**src/rtl/core/frame_rate_and_timing_monitor_assert.svh**
```systemverilog
// Assertion helpers shared by the frame rate monitor RTL.
// Both sample on clk_i and are off while rst_ni is low.
`ifndef FRAME_RATE_AND_TIMING_MONITOR_ASSERT_SVH
`define FRAME_RATE_AND_TIMING_MONITOR_ASSERT_SVH

// Same-cycle implication.
`define FRATM_ASSERT_NOW(lbl, ante, cons) \
  lbl: assert property (@(posedge clk_i) disable iff (!rst_ni) (ante) |-> (cons)) \
    else $error("frame rate monitor check failed");

// Next-cycle implication.
`define FRATM_ASSERT_NEXT(lbl, ante, cons) \
  lbl: assert property (@(posedge clk_i) disable iff (!rst_ni) (ante) |=> (cons)) \
    else $error("frame rate monitor check failed");

`endif

```
**src/rtl/core/fratm_pkg.sv**
```systemverilog
`timescale 1ns / 1ps
package fratm_pkg;

  localparam int unsigned DIV_W   = 64;
  localparam int unsigned DIV_CW  = $clog2(DIV_W);
  localparam int unsigned SCALE_W = 24;

  // rate scale: tenths of a frame per second from microseconds
  localparam logic [SCALE_W-1:0] RATE_SCALE   = SCALE_W'(10000000);
  localparam logic [31:0]        WINDOW_RESET = 32'd1000000;

  typedef enum logic [1:0] {
    OP_FRAME  = 2'd0,
    OP_SAMPLE = 2'd1,
    OP_CLEAR  = 2'd2,
    OP_STOP   = 2'd3
  } op_e;

  typedef enum logic [2:0] {
    ST_IDLE,
    ST_MUL,
    ST_LOAD,
    ST_DIV,
    ST_COMMIT,
    ST_OUT
  } state_e;

  function automatic logic [31:0] sat32(input logic [63:0] v);
    logic [31:0] r;
    r = (v[63:32] != 32'd0) ? 32'hFFFF_FFFF : v[31:0];
    return r;
  endfunction

endpackage

```
**src/rtl/core/fratm_div.sv**
```systemverilog
`timescale 1ns / 1ps
// Restoring divider, one quotient bit per cycle.
module fratm_div import fratm_pkg::*; (
  input  logic             clk_i,
  input  logic             rst_ni,
  input  logic             start_i,
  input  logic [DIV_W-1:0] dividend_i,
  input  logic [DIV_W-1:0] divisor_i,
  output logic             done_o,
  output logic [DIV_W-1:0] quotient_o
);

  logic              busy_q;
  logic              done_q;
  logic [DIV_CW-1:0] cnt_q;
  logic [DIV_W-1:0]  quo_q;
  logic [DIV_W-1:0]  rem_q;
  logic [DIV_W-1:0]  dsr_q;

  logic [DIV_W:0]    shifted;
  logic [DIV_W:0]    diff;
  logic              take;

  always_comb begin
    shifted = {rem_q, quo_q[DIV_W-1]};
    diff    = shifted - {1'b0, dsr_q};
    take    = !diff[DIV_W];
  end

  always_ff @(posedge clk_i or negedge rst_ni) begin
    if (!rst_ni) begin
      busy_q <= 1'b0;
      done_q <= 1'b0;
      cnt_q  <= '0;
    end else begin
      done_q <= 1'b0;
      if (start_i) begin
        busy_q <= 1'b1;
        cnt_q  <= '0;
      end else if (busy_q) begin
        cnt_q <= cnt_q + 1'b1;
        if (cnt_q == DIV_CW'(DIV_W - 1)) begin
          busy_q <= 1'b0;
          done_q <= 1'b1;
        end
      end
    end
  end

  always_ff @(posedge clk_i) begin
    if (start_i) begin
      quo_q <= dividend_i;
      rem_q <= '0;
      dsr_q <= divisor_i;
    end else if (busy_q) begin
      rem_q <= take ? diff[DIV_W-1:0] : shifted[DIV_W-1:0];
      quo_q <= {quo_q[DIV_W-2:0], take};
    end
  end

  assign done_o     = done_q;
  assign quotient_o = quo_q;

endmodule

```
**src/rtl/core/frame_rate_and_timing_monitor.sv**
```systemverilog
// Sequence, accept to result valid: a frame request passes through multiply, operand load,
//   the bit-serial dividers, done, commit and result load; a timing sample skips the multiply.
//   Reset-counters and mark-stopped requests go straight to the result load.
// Flow: one request in flight; the next is accepted the cycle after the result loads,
//   and that load waits while an earlier result sits stalled.
// Reset (rst_ni low, async): stats zero, not running, window 1000000 us, no result pending.
`timescale 1ns / 1ps
`include "frame_rate_and_timing_monitor_assert.svh"
module frame_rate_and_timing_monitor import fratm_pkg::*; (
  input  logic        clk_i,
  input  logic        rst_ni,
  // configuration port
  input  logic        psel,
  input  logic        penable,
  input  logic        pwrite,
  input  logic [2:0]  paddr,
  input  logic [31:0] pwdata,
  output logic [31:0] prdata,
  output logic        pready,
  // request channel
  input  logic        in_valid_i,
  output logic        in_stall_o,
  input  logic [1:0]  operation_i,
  input  logic [63:0] timestamp_us_i,
  input  logic [31:0] compose_time_us_i,
  input  logic [31:0] present_time_us_i,
  // result channel
  output logic        out_valid_o,
  input  logic        out_stall_i,
  output logic [31:0] current_rate_x10_o,
  output logic [31:0] average_rate_x10_o,
  output logic [31:0] frames_seen_o,
  output logic [31:0] compose_mean_us_o,
  output logic [31:0] compose_peak_us_o,
  output logic [31:0] present_mean_us_o,
  output logic [31:0] present_peak_us_o,
  output logic        window_closed_o
);

  // ---------------------------------------------------------------------------
  // Configuration: one register, window length, at byte address 0.
  // ---------------------------------------------------------------------------
  logic [31:0] window_len_q;
  logic        cfg_wr;

  assign pready = 1'b1;
  assign cfg_wr = psel && penable && pwrite && !paddr[2];
  assign prdata = paddr[2] ? 32'd0 : window_len_q;

  always_ff @(posedge clk_i or negedge rst_ni) begin
    if (!rst_ni) begin
      window_len_q <= WINDOW_RESET;
    end else if (cfg_wr) begin
      window_len_q <= pwdata;
    end
  end

  // ---------------------------------------------------------------------------
  // Control FSM
  // ---------------------------------------------------------------------------
  state_e state_q, state_d;
  logic   accept;
  logic   div_start;
  logic   out_load;
  logic   out_valid_q;
  logic   div0_done, div1_done;
  op_e    op_q;

  assign accept = in_valid_i && !in_stall_o;

  always_ff @(posedge clk_i or negedge rst_ni) begin
    if (!rst_ni) begin
      state_q <= ST_IDLE;
    end else begin
      state_q <= state_d;
    end
  end

  always_comb begin
    state_d    = state_q;
    in_stall_o = 1'b1;
    div_start  = 1'b0;
    out_load   = 1'b0;
    case (state_q)
      ST_IDLE: begin
        in_stall_o = 1'b0;
        if (in_valid_i) begin
          case (op_e'(operation_i))
            OP_FRAME:  state_d = ST_MUL;
            OP_SAMPLE: state_d = ST_LOAD;
            default:   state_d = ST_OUT;
          endcase
        end
      end
      ST_MUL:  state_d = ST_LOAD;
      ST_LOAD: begin
        div_start = 1'b1;
        state_d   = ST_DIV;
      end
      ST_DIV: begin
        if (div0_done) state_d = ST_COMMIT;
      end
      ST_COMMIT: state_d = ST_OUT;
      ST_OUT: begin
        // result register frees up when empty or being taken this cycle
        if (!out_valid_q || !out_stall_i) begin
          out_load = 1'b1;
          state_d  = ST_IDLE;
        end
      end
      default: state_d = ST_IDLE;
    endcase
  end

  // ---------------------------------------------------------------------------
  // Monitor state
  // ---------------------------------------------------------------------------
  logic        running_q;
  logic [63:0] start_q, wstart_q;
  logic [31:0] frame_total_q, wframes_q;
  logic [31:0] window_rate_q, overall_rate_q;
  logic [63:0] compose_sum_q, present_sum_q;
  logic [31:0] sample_cnt_q;
  logic [31:0] compose_max_q, present_max_q;
  logic [31:0] compose_mean_q, present_mean_q;
  logic        closed_q;

  // request payload and frame working registers
  logic [63:0]           now_q;
  logic [63:0]           elapsed_all_q, elapsed_win_q;
  logic [SCALE_W+31:0]   prod_all_q, prod_win_q;
  logic [DIV_W-1:0]      div0_dividend, div0_divisor, div1_dividend, div1_divisor;
  logic [DIV_W-1:0]      div0_quo, div1_quo;

  always_ff @(posedge clk_i) begin
    if (accept) begin
      now_q <= timestamp_us_i;
    end
    if (state_q == ST_MUL) begin
      elapsed_all_q <= now_q - start_q;
      elapsed_win_q <= now_q - wstart_q;
      prod_all_q    <= frame_total_q * RATE_SCALE;
      prod_win_q    <= wframes_q * RATE_SCALE;
    end
  end

  always_ff @(posedge clk_i or negedge rst_ni) begin
    if (!rst_ni) begin
      op_q           <= OP_FRAME;
      running_q      <= 1'b0;
      start_q        <= '0;
      wstart_q       <= '0;
      frame_total_q  <= '0;
      wframes_q      <= '0;
      window_rate_q  <= '0;
      overall_rate_q <= '0;
      compose_sum_q  <= '0;
      present_sum_q  <= '0;
      sample_cnt_q   <= '0;
      compose_max_q  <= '0;
      present_max_q  <= '0;
      compose_mean_q <= '0;
      present_mean_q <= '0;
      closed_q       <= 1'b0;
    end else begin
      if (accept) begin
        op_q     <= op_e'(operation_i);
        closed_q <= 1'b0;
        case (op_e'(operation_i))
          OP_FRAME: begin
            if (!running_q) begin
              // frame while stopped restarts everything at this timestamp
              running_q      <= 1'b1;
              start_q        <= timestamp_us_i;
              wstart_q       <= timestamp_us_i;
              frame_total_q  <= 32'd1;
              wframes_q      <= 32'd1;
              window_rate_q  <= '0;
              overall_rate_q <= '0;
              compose_sum_q  <= '0;
              present_sum_q  <= '0;
              sample_cnt_q   <= '0;
              compose_max_q  <= '0;
              present_max_q  <= '0;
              compose_mean_q <= '0;
              present_mean_q <= '0;
            end else begin
              frame_total_q <= frame_total_q + 32'd1;
              wframes_q     <= wframes_q + 32'd1;
            end
          end
          OP_SAMPLE: begin
            compose_sum_q <= compose_sum_q + {32'd0, compose_time_us_i};
            present_sum_q <= present_sum_q + {32'd0, present_time_us_i};
            sample_cnt_q  <= sample_cnt_q + 32'd1;
            if (compose_time_us_i > compose_max_q) compose_max_q <= compose_time_us_i;
            if (present_time_us_i > present_max_q) present_max_q <= present_time_us_i;
          end
          OP_CLEAR: begin
            running_q      <= 1'b1;
            start_q        <= timestamp_us_i;
            wstart_q       <= timestamp_us_i;
            frame_total_q  <= '0;
            wframes_q      <= '0;
            window_rate_q  <= '0;
            overall_rate_q <= '0;
            compose_sum_q  <= '0;
            present_sum_q  <= '0;
            sample_cnt_q   <= '0;
            compose_max_q  <= '0;
            present_max_q  <= '0;
            compose_mean_q <= '0;
            present_mean_q <= '0;
          end
          default: running_q <= 1'b0;
        endcase
      end

      // window check: closes once the time since the window start reaches the window length
      if (state_q == ST_LOAD && op_q == OP_FRAME) begin
        closed_q <= elapsed_win_q >= {32'd0, window_len_q};
      end

      if (state_q == ST_COMMIT) begin
        case (op_q)
          OP_FRAME: begin
            overall_rate_q <= (elapsed_all_q == 64'd0) ? 32'd0 : sat32(div0_quo);
            if (closed_q) begin
              window_rate_q <= (elapsed_win_q == 64'd0) ? 32'd0 : sat32(div1_quo);
              wframes_q     <= '0;
              wstart_q      <= now_q;
            end
          end
          OP_SAMPLE: begin
            // count wrapped to zero means no mean
            compose_mean_q <= (sample_cnt_q == 32'd0) ? 32'd0 : sat32(div0_quo);
            present_mean_q <= (sample_cnt_q == 32'd0) ? 32'd0 : sat32(div1_quo);
          end
          default: ;
        endcase
      end
    end
  end

  // ---------------------------------------------------------------------------
  // Divider operands: rounded rate for frames, means for timing samples.
  // rate = (frames * 1e7 + elapsed/2) / elapsed, which stays below 2^64.
  // ---------------------------------------------------------------------------
  always_comb begin
    if (op_q == OP_FRAME) begin
      div0_dividend = DIV_W'(prod_all_q) + (elapsed_all_q >> 1);
      div0_divisor  = elapsed_all_q;
      div1_dividend = DIV_W'(prod_win_q) + (elapsed_win_q >> 1);
      div1_divisor  = elapsed_win_q;
    end else begin
      div0_dividend = compose_sum_q;
      div0_divisor  = {32'd0, sample_cnt_q};
      div1_dividend = present_sum_q;
      div1_divisor  = {32'd0, sample_cnt_q};
    end
  end

  fratm_div u_div0 (
    .clk_i      (clk_i),
    .rst_ni     (rst_ni),
    .start_i    (div_start),
    .dividend_i (div0_dividend),
    .divisor_i  (div0_divisor),
    .done_o     (div0_done),
    .quotient_o (div0_quo)
  );

  fratm_div u_div1 (
    .clk_i      (clk_i),
    .rst_ni     (rst_ni),
    .start_i    (div_start),
    .dividend_i (div1_dividend),
    .divisor_i  (div1_divisor),
    .done_o     (div1_done),
    .quotient_o (div1_quo)
  );

  // ---------------------------------------------------------------------------
  // Result register: decouples the result from the next request.
  // ---------------------------------------------------------------------------
  always_ff @(posedge clk_i or negedge rst_ni) begin
    if (!rst_ni) begin
      out_valid_q <= 1'b0;
    end else if (out_load) begin
      out_valid_q <= 1'b1;
    end else if (!out_stall_i) begin
      out_valid_q <= 1'b0;
    end
  end

  always_ff @(posedge clk_i) begin
    if (out_load) begin
      current_rate_x10_o <= window_rate_q;
      average_rate_x10_o <= overall_rate_q;
      frames_seen_o      <= frame_total_q;
      compose_mean_us_o  <= compose_mean_q;
      compose_peak_us_o  <= compose_max_q;
      present_mean_us_o  <= present_mean_q;
      present_peak_us_o  <= present_max_q;
      window_closed_o    <= closed_q;
    end
  end

  assign out_valid_o = out_valid_q;

  // ---------------------------------------------------------------------------
  // Checks
  // ---------------------------------------------------------------------------
  `FRATM_ASSERT_NEXT(a_accept_then_busy, in_valid_i && !in_stall_o, in_stall_o)
  `FRATM_ASSERT_NOW(a_closed_only_frame, state_q == ST_OUT && closed_q, op_q == OP_FRAME)
  `FRATM_ASSERT_NOW(a_div_lockstep, div0_done, div1_done && state_q == ST_DIV)
  `FRATM_ASSERT_NEXT(a_clear_runs, accept && operation_i == OP_CLEAR, running_q)

endmodule
```
**config.mk**
```make
export PLATFORM = sky130hd
export DESIGN_NAME = frame_rate_and_timing_monitor
export DESIGN_NICKNAME = d
export VERILOG_FILES = /design/src/rtl/core/fratm_pkg.sv /design/src/rtl/core/fratm_div.sv /design/src/rtl/core/frame_rate_and_timing_monitor.sv
export VERILOG_INCLUDE_DIRS = /design/src /design/src/rtl/core
export SDC_FILE = /design/constraint.sdc
export NUM_CORES = 2
export LEC_CHECK = 0
export BUFFER_PORTS_ARGS = -buffer_cell sky130_fd_sc_hd__buf_4
export CAP_MARGIN = 30
export CORE_UTILIZATION = 55
export CTS_CLUSTER_DIAMETER = 200
export DETAILED_ROUTE_END_ITERATION = 12
export GPL_ROUTABILITY_DRIVEN = 0
export PLACE_DENSITY = 0.81
export SLEW_MARGIN = 20
export SYNTH_ARGS = -nofsm -noshare
export SYNTH_HDL_FRONTEND = slang
export SYNTH_SLANG_ARGS = --single-unit
```
**constraint.sdc**
```tcl
create_clock -name clk_i -period 21.1 [get_ports clk_i]
set_clock_uncertainty 0.05 [all_clocks]
set_input_delay 1.055 -clock clk_i [delete_from_list [all_inputs] [get_ports clk_i]]
set_output_delay 1.055 -clock clk_i [all_outputs]
set_load 0.05 [all_outputs]
```
Word-level counts from Yosys, hierarchy flattened
Cells that the tools add are included.
W data, S select, Z words.
- register bits after elaboration: 1498
- bits in latches: 0
- output and inout port bits: 260
- input port bits: 172
- memories: 0
- memory bits (read-only): 0
- RAM bits: 0
- shifts and indexed selects: 0
- mux-type cells: 90
- $lt $le $gt $ge: 3
- reductions and logical operators: 32
- multiply operators: 2
- bitwise logic cells: 1
- divide/modulo/power cells: 0
- equality and inequality tests: 17
- add/sub/neg operators: 13
- operators with widths (kind ; number):
    $mux W32 ; 35
    $mux W64 ; 15
    $pmux W32 S2 ; 6
    $pmux W64 S3 ; 2
    $pmux W32 S3 ; 3
    $pmux W64 S2 ; 2
    $sub A65 B64 Y65 ; 2
    $add A56 B63 Y64 ; 2
    $add A64 B32 Y64 ; 2
    $logic_not A64 Y1 ; 2
    $sub A64 B64 Y64 ; 2
    $mul A32 B17 Y49 const B ; 2
    $add A32 B1 Y32 const B ; 3
    $ge A64 B32 Y1 ; 1
    $gt A32 B32 Y1 ; 2
    $reduce_bool A32 Y1 ; 2
    $logic_not A32 Y1 ; 1
    $mux W6 ; 4
    $pmux W3 S6 ; 1
    $mux W1 ; 17
    $add A6 B1 Y6 const B ; 2
    $eq A6 B6 Y1 const B ; 2
    $ne A2 B2 Y1 const B ; 5
    $mux W3 ; 3
    20 further kinds ; 40

Longest topological paths before layout
- word-level depth: 7
- gate-level depth with buffers: 23
- gate-level depth less buffers: 22

Modules after synthesis
A second synthesis with hierarchy kept.
- cell total of the unflattened synthesis: 10684
- area, all modules: 103681.9 sq um
- by module, submodules not included (module ; area each (sq um) ; times used ; cells each):
    frame_rate_and_timing_monitor ; 79698.9 ; 1 ; 8222
    fratm_div at u_div0 ; 12134.1 ; 1 ; 1228
    fratm_div at u_div1 ; 11848.9 ; 1 ; 1234

Worst setup path before layout
OpenSTA, ideal clock, no wires.
- path type: input to register
- from: input port out_stall_i
- to: register average_rate_x10_o[0] (enable)
- slack: 8303 ps
- required time: 20165 ps
- library setup time: 885 ps
- cell stages on the path: 1
- data arrival time: 11863 ps
- path through: a21oi_1
- word-level cells in the longest chain between the ends: 4
- RTL lines (element ; line ; RTL):
    start: declaration ; frame_rate_and_timing_monitor.sv:29 ; input logic out_stall_i,
    $logic_not A1 Y1 ; - ;
    $logic_or A1 B1 Y1 ; frame_rate_and_timing_monitor.sv:106 ; if (!out_valid_q || !out_stall_i) begin
    $mux W1 ; frame_rate_and_timing_monitor.sv:106 ;
    $mux W1 ; frame_rate_and_timing_monitor.sv:84 ; case (state_q)
    end signal: assignment ; frame_rate_and_timing_monitor.sv:299 ; average_rate_x10_o <= overall_rate_q;
    end: declaration ; frame_rate_and_timing_monitor.sv:31 ; output logic [31:0] average_rate_x10_o,
No other way between the ends.
A chain may end at the register's enable or synchronous reset.

Worst setup path after layout
- from: register frame_total_q[15]
- to: register prod_all_q[55], data pin
- word-level cells in the longest chain between the ends: 1
- RTL lines (element ; line ; RTL):
    start: declaration ; frame_rate_and_timing_monitor.sv:120 ; logic [31:0] frame_total_q, wframes_q;
    start signal: assignment ; frame_rate_and_timing_monitor.sv:188 ; frame_total_q <= frame_total_q + 32'd1;
    $mul A32 B17 Y49 ; frame_rate_and_timing_monitor.sv:142 ; prod_all_q <= frame_total_q * RATE_SCALE;
    end signal: assignment ; frame_rate_and_timing_monitor.sv:142 ;
    end: declaration ; frame_rate_and_timing_monitor.sv:131 ; logic [SCALE_W+31:0] prod_all_q, prod_win_q;
No other way between the ends.

==> flow_summary.toml <==
[outcome]
status = "finished, final reports clean"

[cells_and_area]
syn_to_final_growth_pct = 11.1
drive_gt1_share_pct = 8.26
final_core_util_pct = 61.5
final_area_mm2 = 0.113
seq_area_mm2 = 0.0407
nets = 12300
fill_cells = 14100
stdcell_count = 13400
multi_input_comb_area_mm2 = 0.0553

[critical_path]
cp-start-kind = "flop"
worstPathArrival_ns = 7.46
regToRegSetupSlack_ns = 14.18
worstReg2RegEnd = "prod_all_q[55]"
reg2reg_depth = 20
path_class = "reg -> reg"
cp_max_fo = 8
end_kind = "flop"
cp.required_ns = 21.64
reg2reg_from = "frame_total_q[15]"

[global_route]
grt_busiest_layer = "met2"
grt_max_degree = 164
use_met1_pct = 40.2
grt_pass1_wl_um = 458000
gr-usage-all-layers_pct = 31.5
antenna_found_initial = 18
grt_use_met2_pct = 49.6
globalRouteMet3Util_pct = 7.04
grt_pass1_vias = 81400
grt-ovfl-total = 0

[synth]
synth_area_mm2 = 0.102
syn_nets = 12000
synth_compound_area_share_pct = 16.2
post_synth_mux_area_share_pct = 1.53
synth_adder_area_share_pct = 19.1
ys.flop_type = "edfxtp_1"
netlist_top_cells_area = "edfxtp_1, dfrtp_1, ha_1, fa_1, inv_1"
synth_top_area_share_pct = 22.8
yosys.area.top_type = "edfxtp_1"
ys_types = 102
synth.avg_cell_area_um2 = 9.68
synthArstFlopShare_pct = 40.0
synth_seq_cells = 1498
syn_inst = 10500
ys_seq_area_share_pct = 40.1
yosys_warnings = 0
synth_xor_area_share_pct = 4.60
synth_top_family_by_area = "adder cells"
yosys.area_share.simple_pct = 12.9
synth_edf_count = 771

[sta]
fin_hold_ws_ns = 0.221
fmax_mhz = 145
rsz0062_at_grt = "no"
period_needed_ns = 6.92
hold_viol = 0
slew_violations = 0
finalSetupViolations = 0
finalCritPeriodShare_pct = 32.8
tns_ns = 0
relSlewSlack_pct = 25.4
tightest_slew_ns = 1.11

[route]
ant_nets = 0
vias = 83100
viasPerCell = 6.22
drt_pass1_iterations = 7
wl_per_cell_um = 22.4
drt_iter0_drc = 10100
totalWireLength_um = 299000
drc = 0

[power_and_ir_drop]
vdd_drop_max_mv = 0.105
p_per_area_mw_per_mm2 = 112
p_leak_nw = 53.5

[clock_network]
numCtsBuffers = 161
cts_htree_levels = 4
cts_root_buf = "clkbuf_16"
postCtsHoldBufs = 0
clk_pin_slew_ns = 0.07
postCtsSetupBuffers = 0
clk_latency_ns = 0.88
cts_tree = "built"
clock-sinks = 1498
cts_buffer_depth = 3
cts_resized = 0

[place]
dpl_cell_area_mm2 = 0.107
io_buffer_count = 428
place_inst = 13000
dp_hpwl_um = 225000

[floorplan]
design.die.area_mm2 = 0.186
fp.dieW_um = 432
pin_count = 432
rows = 157
fp.dieH_um = 432
start_util_pct = 55.4
core_mm2 = 0.183

[worst_hold_path]
holdCritPathClass = "in -> async"

[run]
maxCapViolCount = 0
-- metal layers --
layer  wire length, um  part of all wire (%)
met4             19600                   6.6
met3             32200                    11
met2            134000                    45
met1            114000                    38
met5               221                 0.074
-- final cells by class --
class                      instances  area share, %
tap                             2464           2.73
antenna                            8         0.0178
inverter                        1099           3.67
clock inverter                   103           1.14
clock buffer                     201           3.81
timing repair buffer             502           3.52
multi-input combinational       7491           49.0
sequential                      1498           36.1
-- worst max path at each step --
stage / start / slack [ns] / end / cells past startpoint
after detailed placement: frame_total_q[16] / 14.30 / prod_all_q[55] / 20
after floorplan: out_stall_i / 8.30 / average_rate_x10_o[0] / 1
after CTS: frame_total_q[15] / 14.26 / prod_all_q[55] / 20
after global routing: frame_total_q[15] / 13.94 / prod_all_q[55] / 20
after global placement: frame_total_q[16] / 14.41 / prod_all_q[55] / 20
final: frame_total_q[15] / 14.18 / prod_all_q[55] / 20
-- cells by family (layout without fill, tap and decap cells) --
kind of cell,Yosys count,count (layout)
buf+inv,1494,1905
fa+ha+maj,1350,1350
other cells,1,9
mux,151,151
simple gates,2825,2825
compound gates,2632,2632
xor+xnor,532,532
flops,1498,1498
-- report_power, final --
group / internal (mW) / total [mW] / switching, mW
Sequential: 3.97 / 4.38 / 0.410
Combinational: 2.08 / 5.35 / 3.28
Clock: 1.65 / 2.94 / 1.30
-- synthesized netlist by cell type, types with 83 or more instances --
cell type and instances:
inv_1 1099, nand2_1 1061, ha_1 1014, a21oi_1 788, edfxtp_1 771, nor2_1 715, o21ai_0 700, dfrtp_1 592
a21o_1 337, fa_1 336, clkbuf_1 332, xnor2_1 287, xor2_1 244, nand3_1 205, nand4_1 140, dfxtp_1 128
o211ai_1 125, mux2i_1 118, and2_1 110, and3_1 103, a211oi_1 99, nor2b_1 86, a31oi_1 83
-- registers in the layout, summed over array words and instances, names as in the netlist, 49 cells and up --
| signal | flops |
|---|---|
| elapsed_all_q | 64 |
| compose_sum_q | 64 |
| u_div0.rem_q | 64 |
| u_div1.quotient_o | 64 |
| prod_all_q | 49 |
| now_q | 64 |
| u_div1.rem_q | 64 |
| u_div0.quotient_o | 64 |
| u_div1.dsr_q | 64 |
| u_div0.dsr_q | 64 |
| elapsed_win_q | 64 |
| start_q | 64 |
| present_sum_q | 64 |
| prod_win_q | 49 |
| wstart_q | 64 |
-- worst max-delay path: stages (launching register included) --
cell and delay [ns]:
dfrtp_1 0.61, ha_1 0.35, ha_1 0.28, inv_1 0.05, fa_1 0.50, inv_1 0.07
fa_1 0.49, fa_1 0.50, inv_1 0.08, fa_1 0.56, inv_1 0.07, ha_1 0.37
nand3_1 0.19, or4_1 0.54, o32ai_1 0.25, o211ai_1 0.24, o221a_2 0.31, a31oi_1 0.47
a31oi_1 0.26, o31ai_1 0.32, xor2_1 0.12
-- placed cells by master (no fill, tap or decap), drive strengths merged, types with 115 or more instances in the layout --
cell,count
a211oi,115
a21o,337
a21oi,789
buf,502
clkbuf,201
dfrtp,592
dfxtp,128
edfxtp,771
fa,336
ha,1014
inv,1107
mux2i,118
nand2,1061
nand3,205
nand4,140
nor2,715
o211ai,126
o21ai,724
xnor2,288
xor2,244
-- stage by stage --
stage	setup slack [ns]	power (mW)
3_5_place_dp	14.30	9.54
2_1_floorplan	8.30	8.23
6_report	14.18	12.7
4_1_cts	14.26	12.5
3_3_place_gp	14.41	9.32
5_1_grt	13.94	13.3
No activity file was read; power rests on OpenSTA's default activity.
